==> src/rtl/dcrc_pkg.sv <==
// Package for the dirty chunk run coalescer: payload structs, register indexes,
// arithmetic widths and the command/status types between controller and datapath.
// No dependencies.
package dcrc_pkg;

  // configuration register widths and port width
  localparam int CB_W       = 17;
  localparam int LIM_W      = 32;
  localparam int RATE_W     = 24;
  localparam int SETUP_W    = 40;
  localparam int CFG_DATA_W = 40;
  localparam int CFG_IDX_W  = 3;

  // result field widths
  localparam int OUT_START_W  = 10;
  localparam int OUT_CHUNKS_W = 11;

  // shared multiplier: 41 x 17 bits, 58 bit product
  localparam int MUL_A_W    = 41;
  localparam int MUL_B_W    = 17;
  localparam int PROD_W     = MUL_A_W + MUL_B_W;
  localparam int BYTES_W    = 34;
  localparam int NEW_COST_W = 42;

  // register reset values
  localparam logic [CB_W-1:0]    CB_RST    = 17'd4096;
  localparam logic [LIM_W-1:0]   TIER1_RST = 32'd16384;
  localparam logic [LIM_W-1:0]   TIER2_RST = 32'd262144;
  localparam logic [RATE_W-1:0]  RATE_RST  = 24'd65536;
  localparam logic [SETUP_W-1:0] SETUP_RST = 40'd65536;

  typedef enum logic [CFG_IDX_W-1:0] {
    CFG_CHUNK_BYTES = 3'd0,
    CFG_TIER1_LIMIT = 3'd1,
    CFG_TIER2_LIMIT = 3'd2,
    CFG_RATE_TIER1  = 3'd3,
    CFG_RATE_TIER2  = 3'd4,
    CFG_RATE_MEMORY = 3'd5,
    CFG_SETUP_COST  = 3'd6
  } cfg_idx_t;

  typedef struct packed {
    logic chunk_dirty;
    logic chunk_last;
  } in_item_t;

  typedef struct packed {
    logic                    has_transfer;
    logic [OUT_START_W-1:0]  transfer_start;
    logic [OUT_CHUNKS_W-1:0] transfer_chunks;
    logic                    block_done;
  } out_item_t;

  // operand selection of the shared multiplier
  typedef enum logic [1:0] {
    MUL_SPAN = 2'd0,  // span * chunk_bytes
    MUL_NEW  = 2'd1,  // rate(1) * chunk_bytes
    MUL_RATE = 2'd2,  // rate(span) * (gaps + 1)
    MUL_GAP  = 2'd3   // previous product * chunk_bytes
  } mul_op_t;

  typedef struct packed {
    logic    load_item;
    logic    mul_en;
    mul_op_t mul_op;
    logic    commit;
  } dp_cmd_t;

  typedef struct packed {
    logic need_cost;
    logic has_result;
  } dp_status_t;

endpackage

==> src/rtl/dirty_chunk_run_coalescer.sv <==
// Top level of the dirty chunk run coalescer: controller plus datapath.
// Depends on dcrc_pkg, dcrc_ctrl and dcrc_dp.

// Takes one chunk dirty bit per input transaction and merges dirty chunks into
// transfer descriptors, absorbing clean chunks as gaps while the tiered gap cost
// stays below the cost of a new transfer. One chunk is processed at a time. A
// dirty chunk, or any chunk with no run open, is captured and then committed. A
// clean chunk inside an open run makes four passes through the single shared
// 41x17 bit cost multiplier between capture and commit. The next chunk is
// accepted in the cycle after the commit, even while the previous result is
// still waiting in the output register. The commit itself waits while that
// register is still held by a stalled transaction, whether or not the chunk
// produces a result. Configuration must be written while no chunk is in
// flight.
module dirty_chunk_run_coalescer #(
  parameter int MAX_CHUNKS = 1024
) (
  input  logic                            clk,
  input  logic                            rst_n,
  input  logic                            in_valid,
  output logic                            in_stall,
  input  dcrc_pkg::in_item_t              in_data,
  output logic                            out_valid,
  input  logic                            out_stall,
  output dcrc_pkg::out_item_t             out_data,
  input  logic                            cfg_we,
  input  logic [dcrc_pkg::CFG_IDX_W-1:0]  cfg_index,
  input  logic [dcrc_pkg::CFG_DATA_W-1:0] cfg_wdata
);
  import dcrc_pkg::*;

  dp_cmd_t    cmd;
  dp_status_t status;

  dcrc_ctrl u_ctrl (
    .clk       (clk),
    .rst_n     (rst_n),
    .in_valid  (in_valid),
    .in_stall  (in_stall),
    .out_valid (out_valid),
    .out_stall (out_stall),
    .cmd       (cmd),
    .status    (status)
  );

  dcrc_dp #(
    .MAX_CHUNKS (MAX_CHUNKS)
  ) u_dp (
    .clk       (clk),
    .rst_n     (rst_n),
    .cmd       (cmd),
    .status    (status),
    .cfg_we    (cfg_we),
    .cfg_index (cfg_index),
    .cfg_wdata (cfg_wdata),
    .in_data   (in_data),
    .out_data  (out_data)
  );

endmodule

==> src/rtl/dcrc_dp.sv <==
// Datapath of the run coalescer: configuration registers, run state, shared
// cost multiplier and the result register.
// Depends on dcrc_pkg.
module dcrc_dp #(
  parameter int MAX_CHUNKS = 1024
) (
  input  logic                           clk,
  input  logic                           rst_n,
  input  dcrc_pkg::dp_cmd_t              cmd,
  output dcrc_pkg::dp_status_t           status,
  input  logic                           cfg_we,
  input  logic [dcrc_pkg::CFG_IDX_W-1:0] cfg_index,
  input  logic [dcrc_pkg::CFG_DATA_W-1:0] cfg_wdata,
  input  dcrc_pkg::in_item_t             in_data,
  output dcrc_pkg::out_item_t            out_data
);
  import dcrc_pkg::*;

  localparam int POS_W  = $clog2(MAX_CHUNKS);
  localparam int SPAN_W = POS_W + 1;
  localparam logic [POS_W-1:0] POS_LAST = POS_W'(MAX_CHUNKS - 1);

  logic [CB_W-1:0]    cb_r;
  logic [LIM_W-1:0]   tier1_r, tier2_r;
  logic [RATE_W-1:0]  rate1_r, rate2_r, ratem_r;
  logic [SETUP_W-1:0] setup_r;

  logic              run_open_r;
  logic [POS_W-1:0]  first_r, final_r, pos_r;
  logic [SPAN_W-1:0] gap_r;
  logic              dirty_r, last_r;

  logic [PROD_W-1:0]     prod_r;
  logic [RATE_W-1:0]     rate_n_r;
  logic [NEW_COST_W-1:0] new_cost_r;
  out_item_t             out_r;

  logic [MUL_A_W-1:0] mul_a;
  logic [MUL_B_W-1:0] mul_b;
  logic [PROD_W-1:0]  mul_p;
  logic [SPAN_W-1:0]  span, gapp1, chunks;
  logic [RATE_W-1:0]  rate_one, rate_span;
  logic               gap_less, last;

  logic              open_nxt, emit;
  logic [POS_W-1:0]  first_nxt, final_nxt, pos_nxt;
  logic [SPAN_W-1:0] gap_nxt;
  out_item_t         out_nxt;

  function automatic logic [RATE_W-1:0] tier_rate(
    input logic [BYTES_W-1:0] bytes,
    input logic [LIM_W-1:0]   lim1,
    input logic [LIM_W-1:0]   lim2,
    input logic [RATE_W-1:0]  r1,
    input logic [RATE_W-1:0]  r2,
    input logic [RATE_W-1:0]  rm
  );
    logic [RATE_W-1:0] r;
    if (bytes <= BYTES_W'(lim1)) begin
      r = r1;
    end else if (bytes <= BYTES_W'(lim2)) begin
      r = r2;
    end else begin
      r = rm;
    end
    return r;
  endfunction

  // configuration
  always_ff @(posedge clk) begin
    if (!rst_n) begin
      cb_r    <= CB_RST;
      tier1_r <= TIER1_RST;
      tier2_r <= TIER2_RST;
      rate1_r <= RATE_RST;
      rate2_r <= RATE_RST;
      ratem_r <= RATE_RST;
      setup_r <= SETUP_RST;
    end else if (cfg_we) begin
      unique case (cfg_index)
        CFG_CHUNK_BYTES: cb_r    <= cfg_wdata[CB_W-1:0];
        CFG_TIER1_LIMIT: tier1_r <= cfg_wdata[LIM_W-1:0];
        CFG_TIER2_LIMIT: tier2_r <= cfg_wdata[LIM_W-1:0];
        CFG_RATE_TIER1:  rate1_r <= cfg_wdata[RATE_W-1:0];
        CFG_RATE_TIER2:  rate2_r <= cfg_wdata[RATE_W-1:0];
        CFG_RATE_MEMORY: ratem_r <= cfg_wdata[RATE_W-1:0];
        CFG_SETUP_COST:  setup_r <= cfg_wdata[SETUP_W-1:0];
        default: ;
      endcase
    end
  end

  assign span      = SPAN_W'(pos_r) - SPAN_W'(first_r) + SPAN_W'(1);
  assign gapp1     = gap_r + SPAN_W'(1);
  assign rate_one  = tier_rate(BYTES_W'(cb_r), tier1_r, tier2_r, rate1_r, rate2_r, ratem_r);
  // prod_r holds span * chunk_bytes when this is sampled
  assign rate_span = tier_rate(prod_r[BYTES_W-1:0], tier1_r, tier2_r,
                               rate1_r, rate2_r, ratem_r);

  always_comb begin
    unique case (cmd.mul_op)
      MUL_SPAN: begin
        mul_a = MUL_A_W'(span);
        mul_b = cb_r;
      end
      MUL_NEW: begin
        mul_a = MUL_A_W'(rate_one);
        mul_b = cb_r;
      end
      MUL_RATE: begin
        mul_a = MUL_A_W'(rate_n_r);
        mul_b = MUL_B_W'(gapp1);
      end
      MUL_GAP: begin
        mul_a = prod_r[MUL_A_W-1:0];
        mul_b = cb_r;
      end
      default: begin
        mul_a = '0;
        mul_b = '0;
      end
    endcase
  end

  assign mul_p = PROD_W'(mul_a) * PROD_W'(mul_b);

  always_ff @(posedge clk) begin
    if (cmd.mul_en) begin
      prod_r <= mul_p;
      if (cmd.mul_op == MUL_NEW) begin
        rate_n_r <= rate_span;
      end
      if (cmd.mul_op == MUL_RATE) begin
        new_cost_r <= NEW_COST_W'(setup_r) + NEW_COST_W'(prod_r[MUL_A_W-1:0]);
      end
    end
    if (cmd.load_item) begin
      dirty_r <= in_data.chunk_dirty;
      last_r  <= in_data.chunk_last;
    end
  end

  // gap cost sits in prod_r after the last multiply pass
  assign gap_less = prod_r < PROD_W'(new_cost_r);
  assign last     = last_r || (pos_r >= POS_LAST);

  always_comb begin
    open_nxt  = run_open_r;
    first_nxt = first_r;
    final_nxt = final_r;
    gap_nxt   = gap_r;
    emit      = 1'b0;
    if (run_open_r) begin
      if (dirty_r) begin
        final_nxt = pos_r;
      end else if (gap_less) begin
        gap_nxt = gapp1;
      end else begin
        open_nxt = 1'b0;
        emit     = 1'b1;
      end
    end else if (dirty_r) begin
      open_nxt  = 1'b1;
      first_nxt = pos_r;
      final_nxt = pos_r;
      gap_nxt   = '0;
    end
    if (last && open_nxt) begin
      emit = 1'b1;
    end
    chunks = SPAN_W'(final_nxt) - SPAN_W'(first_nxt) + SPAN_W'(1);
    if (last) begin
      open_nxt = 1'b0;
      gap_nxt  = '0;
      pos_nxt  = '0;
    end else begin
      pos_nxt = pos_r + POS_W'(1);
    end
    out_nxt.has_transfer    = emit;
    out_nxt.transfer_start  = emit ? OUT_START_W'(first_nxt) : '0;
    out_nxt.transfer_chunks = emit ? OUT_CHUNKS_W'(chunks) : '0;
    out_nxt.block_done      = last;
  end

  always_ff @(posedge clk) begin
    if (!rst_n) begin
      run_open_r <= 1'b0;
      first_r    <= '0;
      final_r    <= '0;
      gap_r      <= '0;
      pos_r      <= '0;
    end else if (cmd.commit) begin
      run_open_r <= open_nxt;
      first_r    <= first_nxt;
      final_r    <= final_nxt;
      gap_r      <= gap_nxt;
      pos_r      <= pos_nxt;
    end
  end

  always_ff @(posedge clk) begin
    if (cmd.commit && (emit || last)) begin
      out_r <= out_nxt;
    end
  end

  assign status.need_cost  = run_open_r && !in_data.chunk_dirty;
  assign status.has_result = emit || last;
  assign out_data          = out_r;

endmodule

==> src/rtl/dcrc_ctrl.sv <==
// Controller of the run coalescer: sequences item capture, the four cost
// multiply passes and the commit, and owns both handshakes.
// Depends on dcrc_pkg.
module dcrc_ctrl (
  input  logic                 clk,
  input  logic                 rst_n,
  input  logic                 in_valid,
  output logic                 in_stall,
  output logic                 out_valid,
  input  logic                 out_stall,
  output dcrc_pkg::dp_cmd_t    cmd,
  input  dcrc_pkg::dp_status_t status
);
  import dcrc_pkg::*;

  typedef enum logic [2:0] {
    S_IDLE,
    S_SPAN,
    S_NEWC,
    S_RATE,
    S_GAP,
    S_COMMIT
  } state_t;

  state_t state_r, state_nxt;
  logic   out_valid_r, out_valid_nxt;
  logic   out_free;

  assign out_free = !out_valid_r || !out_stall;

  always_comb begin
    state_nxt     = state_r;
    out_valid_nxt = out_valid_r && out_stall;
    unique case (state_r)
      S_IDLE: begin
        if (in_valid) begin
          state_nxt = status.need_cost ? S_SPAN : S_COMMIT;
        end
      end
      S_SPAN:  state_nxt = S_NEWC;
      S_NEWC:  state_nxt = S_RATE;
      S_RATE:  state_nxt = S_GAP;
      S_GAP:   state_nxt = S_COMMIT;
      S_COMMIT: begin
        // hold until the result register can take a new transaction
        if (out_free) begin
          out_valid_nxt = status.has_result;
          state_nxt     = S_IDLE;
        end
      end
      default: state_nxt = S_IDLE;
    endcase
  end

  always_comb begin
    cmd.load_item = (state_r == S_IDLE) && in_valid;
    cmd.commit    = (state_r == S_COMMIT) && out_free;
    cmd.mul_en    = 1'b1;
    unique case (state_r)
      S_SPAN:  cmd.mul_op = MUL_SPAN;
      S_NEWC:  cmd.mul_op = MUL_NEW;
      S_RATE:  cmd.mul_op = MUL_RATE;
      S_GAP:   cmd.mul_op = MUL_GAP;
      default: begin
        cmd.mul_op = MUL_SPAN;
        cmd.mul_en = 1'b0;
      end
    endcase
  end

  always_ff @(posedge clk) begin
    if (!rst_n) begin
      state_r     <= S_IDLE;
      out_valid_r <= 1'b0;
    end else begin
      state_r     <= state_nxt;
      out_valid_r <= out_valid_nxt;
    end
  end

  assign in_stall  = (state_r != S_IDLE);
  assign out_valid = out_valid_r;

endmodule

==> config.mk <==
export PLATFORM = sky130hd
export DESIGN_NAME = dirty_chunk_run_coalescer
export DESIGN_NICKNAME = d
export VERILOG_FILES = /design/src/rtl/dcrc_pkg.sv /design/src/rtl/dirty_chunk_run_coalescer.sv /design/src/rtl/dcrc_dp.sv /design/src/rtl/dcrc_ctrl.sv
export SDC_FILE = /design/constraint.sdc
export NUM_CORES = 2
export LEC_CHECK = 0
export ABC_CLOCK_PERIOD_IN_PS = 9050
export BUFFER_PORTS_ARGS = -buffer_cell sky130_fd_sc_hd__clkbuf_2
export CORE_MARGIN = 1
export CORE_UTILIZATION = 25
export DETAILED_ROUTE_END_ITERATION = 8
export HOLD_SLACK_MARGIN = 0.03
export SYNTH_ARGS = -nofsm -noshare
export SYNTH_HDL_FRONTEND = slang
export SYNTH_HIERARCHICAL = 1
export SYNTH_SLANG_ARGS = --single-unit
==> constraint.sdc <==
create_clock -name clk -period 9.05 [get_ports clk]
set_input_delay 1.81 -clock clk [delete_from_list [all_inputs] [get_ports clk]]
set_output_delay 1.81 -clock clk [all_outputs]
set_load 0.01 [all_outputs]
## Yosys cells after proc, flatten, opt, wreduce, memory -nomap -nowiden

Index checks and enable logic that the tools add are counted.

| word-level totals | value |
|---|---|
| bits in registers | 388 |
| input bits | 50 |

| cells by class | value |
|---|---|
| add/subtract/negate cells | 7 |
| multiply operators | 1 |
| $lt $le $gt $ge | 6 |
| eq/ne operators | 17 |
| mux-type cells | 32 |
| reductions and logical operators | 31 |

Operators by type and width:

| cell | count |
|---|---|
| $pmux 41 s4 | 1 |
| $mux 24 | 4 |
| $le 34x32->1 | 2 |
| $le 17x32->1 | 2 |
| $lt 58x42->1 | 1 |
| $mul 41x17->58 | 1 |
| $mux 11 | 5 |
| $add 40x41->42 | 1 |
| $mux 10 | 4 |
| $pmux 17 s2 | 1 |
| $add 11x1->11 const B | 3 |
| $sub 10x10->11 | 2 |
| $reduce_and 2->1 | 10 |
| $pmux 3 s6 | 1 |
| $eq 3x3->1 const B | 5 |
| $eq 3x2->1 const B | 4 |
| $mux 1 | 12 |
| $add 10x1->10 const B | 1 |
| $ge 10x10->1 const B | 1 |
| $mux 3 | 3 |
| $reduce_bool 3->1 | 3 |
| $eq 3x1->1 const B | 2 |
| $logic_and 1x1->1 | 6 |
| $logic_not 3->1 | 2 |
| 12 further kinds | 17 |

## Logic depth before layout (Yosys ltp)

| logic depth | value |
|---|---|
| depth after elaboration | 9 |
| mapped depth | 38 |

## Modules after synthesis

Netlist, hierarchy kept.

Modules (own cells, without submodules):

| module | instances | cells each | area an instance (sq um) |
|---|---|---|---|
| dcrc_dp | 1 | 5027 | 43269.0 |
| dcrc_ctrl | 1 | 32 | 276.5 |

## Worst setup path after synthesis

Ideal clock, no wire load.

| timing path | value |
|---|---|
| kind | reg2reg |
| start point | register u_dp.tier2_r[1] |
| end point | register u_dp.prod_r[35], data pin |
| library setup time | 0.265 ns |
| arrival time | 8.271 ns |
| required time | 8.785 ns |
| setup slack | 0.514 ns |
| cell stages (with the launch flop) | 36 |
| path buffers | 2 |
| cells stage by stage | dfxtp_1 > inv_1 > ha_1 > nor2b_1 > o21a_1 > o21a_1 > o21a_1 > o21ai_1 > a21o_1 > buf_4 > mux2_1 > mux2_2 > a221o_1 > buf_2 > and2_1 > fa_1 > inv_1 > fa_1 > inv_1 > fa_1 > fa_1 > fa_1 > inv_1 > fa_1 > inv_1 > ha_1 > nand4_1 > nor2_1 > and3_1 > or3_4 > a21bo_2 > a21o_1 > a21o_1 > a221oi_2 > o21ai_1 > xor2_1 |

| between the ends | value |
|---|---|
| word-level cells in the longest chain between the ends | 5 |

Ends and longest elaborated chain:

| element | RTL line | RTL |
|---|---|---|
| start, declared | dcrc_dp.sv:24 | `logic [LIM_W-1:0] tier1_r, tier2_r;` |
| start signal, assigned | dcrc_dp.sv:83 | `CFG_TIER2_LIMIT: tier2_r <= cfg_wdata[LIM_W-1:0];` |
| $le 17x32->1 | dcrc_dp.sv:61 | `end else if (bytes <= BYTES_W'(lim2)) begin` |
| $mux 24 | dcrc_dp.sv:61 |  |
| $mux 24 | dcrc_dp.sv:59 | `if (bytes <= BYTES_W'(lim1)) begin` |
| $pmux 41 s4 | dcrc_dp.sv:101 | `unique case (cmd.mul_op)` |
| $mul 41x17->58 | dcrc_dp.sv:125 | `assign mul_p = PROD_W'(mul_a) * PROD_W'(mul_b);` |
| named net u_dp.mul_p[35] | dcrc_dp.sv:40 | `logic [PROD_W-1:0] mul_p;` |
| end signal, assigned | dcrc_dp.sv:129 | `prod_r <= mul_p;` |
| end, declared | dcrc_dp.sv:33 | `logic [PROD_W-1:0] prod_r;` |

The timed path passes the listed nets, and every way through them passes these cells.
A chain may end at the register's enable or synchronous reset.

## Worst setup path in the final report

| timing path | value |
|---|---|
| start point | register u_dp.tier1_r[17] |
| end point | register u_dp.prod_r[54], data pin |

| between the ends | value |
|---|---|
| word-level cells in the longest chain between the ends | 4 |

Ends and longest elaborated chain:

| element | RTL line | RTL |
|---|---|---|
| start, declared | dcrc_dp.sv:24 |  |
| start signal, assigned | dcrc_dp.sv:82 | `CFG_TIER1_LIMIT: tier1_r <= cfg_wdata[LIM_W-1:0];` |
| $le 17x32->1 | dcrc_dp.sv:59 |  |
| $mux 24 | dcrc_dp.sv:59 |  |
| $pmux 41 s4 | dcrc_dp.sv:101 |  |
| $mul 41x17->58 | dcrc_dp.sv:125 |  |
| named net u_dp.mul_p[54] | dcrc_dp.sv:40 |  |

The timed path passes the listed nets, and every way through them passes these cells.

==> flow_metrics.tcl <==
set metrics [dict create \
    critPathTopFamily "adder cells" \
    synthCells 5059 \
    die_x_um 419 \
    initial_utilization_pct 25.3 \
    cts_buffers 45 \
    maxCapViolations 0 \
    crit_buf_inv 12 \
    status "complete, no violations" \
    cellPowerDensity_nw_per_um2 151 \
    cp-end-kind "register" \
    slowest_delay_ns 0.55 \
    die_h_um 419 \
    final_layout_size_suffix_gt1_share_pct 12.2 \
    drtAntennaViolNets 0 \
    dpl.hpwl_mm 105 \
    h-tree-depth 2 \
    clock_path_buffers 3 \
    critPathArrivalTime_ns 9.13 \
    dp.cells 7484 \
    cp_max_fo 6 \
    ys_ff_latch 388 \
    num_vias 35624 \
    syn_area_um2 43500 \
    cp_slowest_cell "fa_1" \
    fmax_mhz 113 \
    avgViaCountPerCell 4.69 \
    ys.flop_type "dfxtp_1" \
    drcViolationCount 0 \
    grt_max_degree 118 \
    fin_crit_sh_pct 97.4 \
    dieArea_um2 176000 \
    clkTransAtPathRegs_ns 0.06 \
    clk_latency_ns 0.60 \
    fin_hold_ws_ns 0.454 \
    crit_required_ns 9.37 \
    place.gp.congestion 0.945 \
    grt_pass1_vias 36002 \
    cts_tree "built" \
    layoutNonFillerInstCount 7598 \
    worstMarginPinSlew_ns 1.23 \
    overflow 0 \
    grt_pass1_wl_mm 211 \
    grtUsageTotal_pct 15.4 \
    post_drt_wl_per_cell_um 17.9 \
    ys_seq_area_share_pct 21.3 \
    syn_nets 6047 \
    drt_iter0_drc 2632 \
    period_needed_ns 8.81 \
    wirelength_mm 136 \
    io_pins 75 \
    fin_skew_ns 0.0196 \
    syn_area_per_cell_um2 8.61 \
    fp-row-count 152 \
    relSlewSlack_pct 17.9 \
    hold_viol 0 \
    fin_util_pct 29.5 \
    synth_edf_count 149 \
    peakVddDrop_v 0.000128 \
    antenna_found_initial 2 \
    hold_buffers 0 \
    numPortBuffers 74 \
    cts_sinks 388 \
    num-nets-final 6239 \
    crit_type "register to register" \
    finalPower_w 0.00766 \
    cp_common_cell "fa_1" \
    start_kind "register" \
    area_growth_pct 16.7 \
    p_leak_nw 22.5 \
    detail_route.first_pass.iterations 5 \
    finalSetupViolCount 0 \
    async_flop_share_pct 0 \
    ys_warn_count 6 \
    slew_violations 0 \
    synth_cell_type_count 81 \
    antenna_cells 0 \
    cts-root-buf "clkbuf_16" \
    core_um2 172000 \
    hold_class "register to register" \
]
## Yosys cell counts (10+ instances only)
master    instances  area (um^2)
buf_2            18         90.1
fa_1            587        11800
and3_1           52          325
a21oi_1         353         1770
a21o_1           98          736
nor2b_1          59          369
nor3_1           22          110
nor2_1          211          792
edfxtp_1        149         4470
nand3_1          72          360
buf_1            12         45.0
a31oi_1          25          156
mux2_2           50          563
nand4_1          48          300
o21bai_1         19          143
o21a_1           32          240
inv_1           883         3310
dfxtp_1         239         4780
o31ai_1          10         75.1
nand2b_1         21          131
nor4_1           24          150
mux2i_1          31          310
xnor2_1          88          771
o211ai_1         17          128
and2_1           94          588
ha_1            351         4390
a211oi_1         18          135
o21ai_1          26          130
xor2_1           32          280
o21ai_0          88          440
clkbuf_1        199          747
nand2_1        1005         3770
## flip-flops by register name, indices dropped and copies added, names as in the netlist, 11 cells and up
| name | count |
|---|---|
| u_dp/tier2_r | 32 |
| u_dp/out_data | 23 |
| u_dp/prod_r | 58 |
| u_dp/setup_r | 40 |
| u_dp/ratem_r | 24 |
| u_dp/tier1_r | 32 |
| u_dp/rate1_r | 24 |
| u_dp/gap_r | 11 |
| u_dp/cb_r | 17 |
| u_dp/rate_n_r | 24 |
| u_dp/rate2_r | 24 |
| u_dp/new_cost_r | 42 |
## layout make-up
type / count / area, um^2
flip-flops and latches: 388 / 9260
repair buffers: 382 / 3200
clock inverters: 19 / 188
clock buffers: 65 / 1290
inverters: 884 / 3320
fillers: 18242 / 121000
multi-input cells: 3550 / 30700
well taps: 2310 / 2890
## through the flow
step	instance area, um^2	setup slack, ns	setup TNS (ns)
4_1_cts	50000	0.00599	0
3_3_place_gp	48500	0.0766	0
5_1_grt	50800	-0.0228	-0.0579
2_1_floorplan	43500	0.514	0
6_report	50800	0.238	0
3_5_place_dp	48500	-0.0622	-0.122
## per-layer routing
| metal | up-vias | wire length (um) | GRT usage (%) |
|---|---|---|---|
| li1 | 16456 | - | - |
| met1 | 17818 | 59000 | 20.7 |
| met2 | 1122 | 63800 | 25.6 |
| met3 | 228 | 8380 | 2.04 |
| met4 | 0 | 4510 | 4.62 |
| met5 | - | 0 | 0 |
## worst min-delay path, cell delays in order, from the launching register on
cell	delay (ns)
dfxtp_2	0.31
nand2_1	0.05
a21oi_1	0.05
## final timing paths
path                                 startpoint                      endpoint  slack (ns)  depth (start not counted)
setup / recovery  u_dp/tier1_r[17]$_SDFFE_PN0P_     u_dp/prod_r[54]$_DFFE_PP_        0.24                         37
hold / removal     u_dp/tier1_r[1]$_SDFFE_PN0P_  u_dp/tier1_r[1]$_SDFFE_PN0P_        0.45                          2
setup reg to reg  u_dp/tier1_r[17]$_SDFFE_PN0P_     u_dp/prod_r[54]$_DFFE_PP_        0.24                         37
hold reg to reg    u_dp/tier1_r[1]$_SDFFE_PN0P_  u_dp/tier1_r[1]$_SDFFE_PN0P_        0.45                          2
## what timing repair did
| action | in CTS | in global routing |
|---|---|---|
| setup endpoints to repair | 4 | 28 |
| cloned | 1 | 2 |
| resized for setup | 4 | 107 |
| pin swaps | 1 | 68 |
| setup buffers | 2 | 25 |
## placed cells by master (no fill, tap or decap), types with 74 or more instances in the layout
| cell type | n |
|---|---|
| a21oi_1 | 340 |
| fa_1 | 584 |
| and2_1 | 91 |
| clkbuf_2 | 74 |
| dfxtp_1 | 238 |
| o21ai_0 | 81 |
| nand2_1 | 1005 |
| edfxtp_1 | 149 |
| xnor2_1 | 86 |
| ha_1 | 341 |
| buf_4 | 261 |
| inv_1 | 881 |
| a21o_1 | 96 |
| nor2_1 | 200 |
## power by group
group	switching [W]	leakage, nW	internal (W)
Combinational	0.00204	18.4	0.00145
Sequential	0.000261	3.33	0.00206
Clock	0.000791	0.729	0.00106
Total	0.00309	22.5	0.00457
## cells by family (layout without fill, tap and decap cells)
kind of cell | count (synthesis) | count (layout) | synth area share [%]
AOI/OAI and AO/OA | 771 | 773 | 10.9
buffers and inverters | 1123 | 1350 | 9.86
muxes | 82 | 82 | 2.03
and+or+nand+nor | 1637 | 1637 | 16.4
xor gates and xnor gates | 120 | 120 | 2.41
DFF | 388 | 388 | 21.3
adders and majority gates | 938 | 938 | 37.1
(Power assumes the default switching activity.)
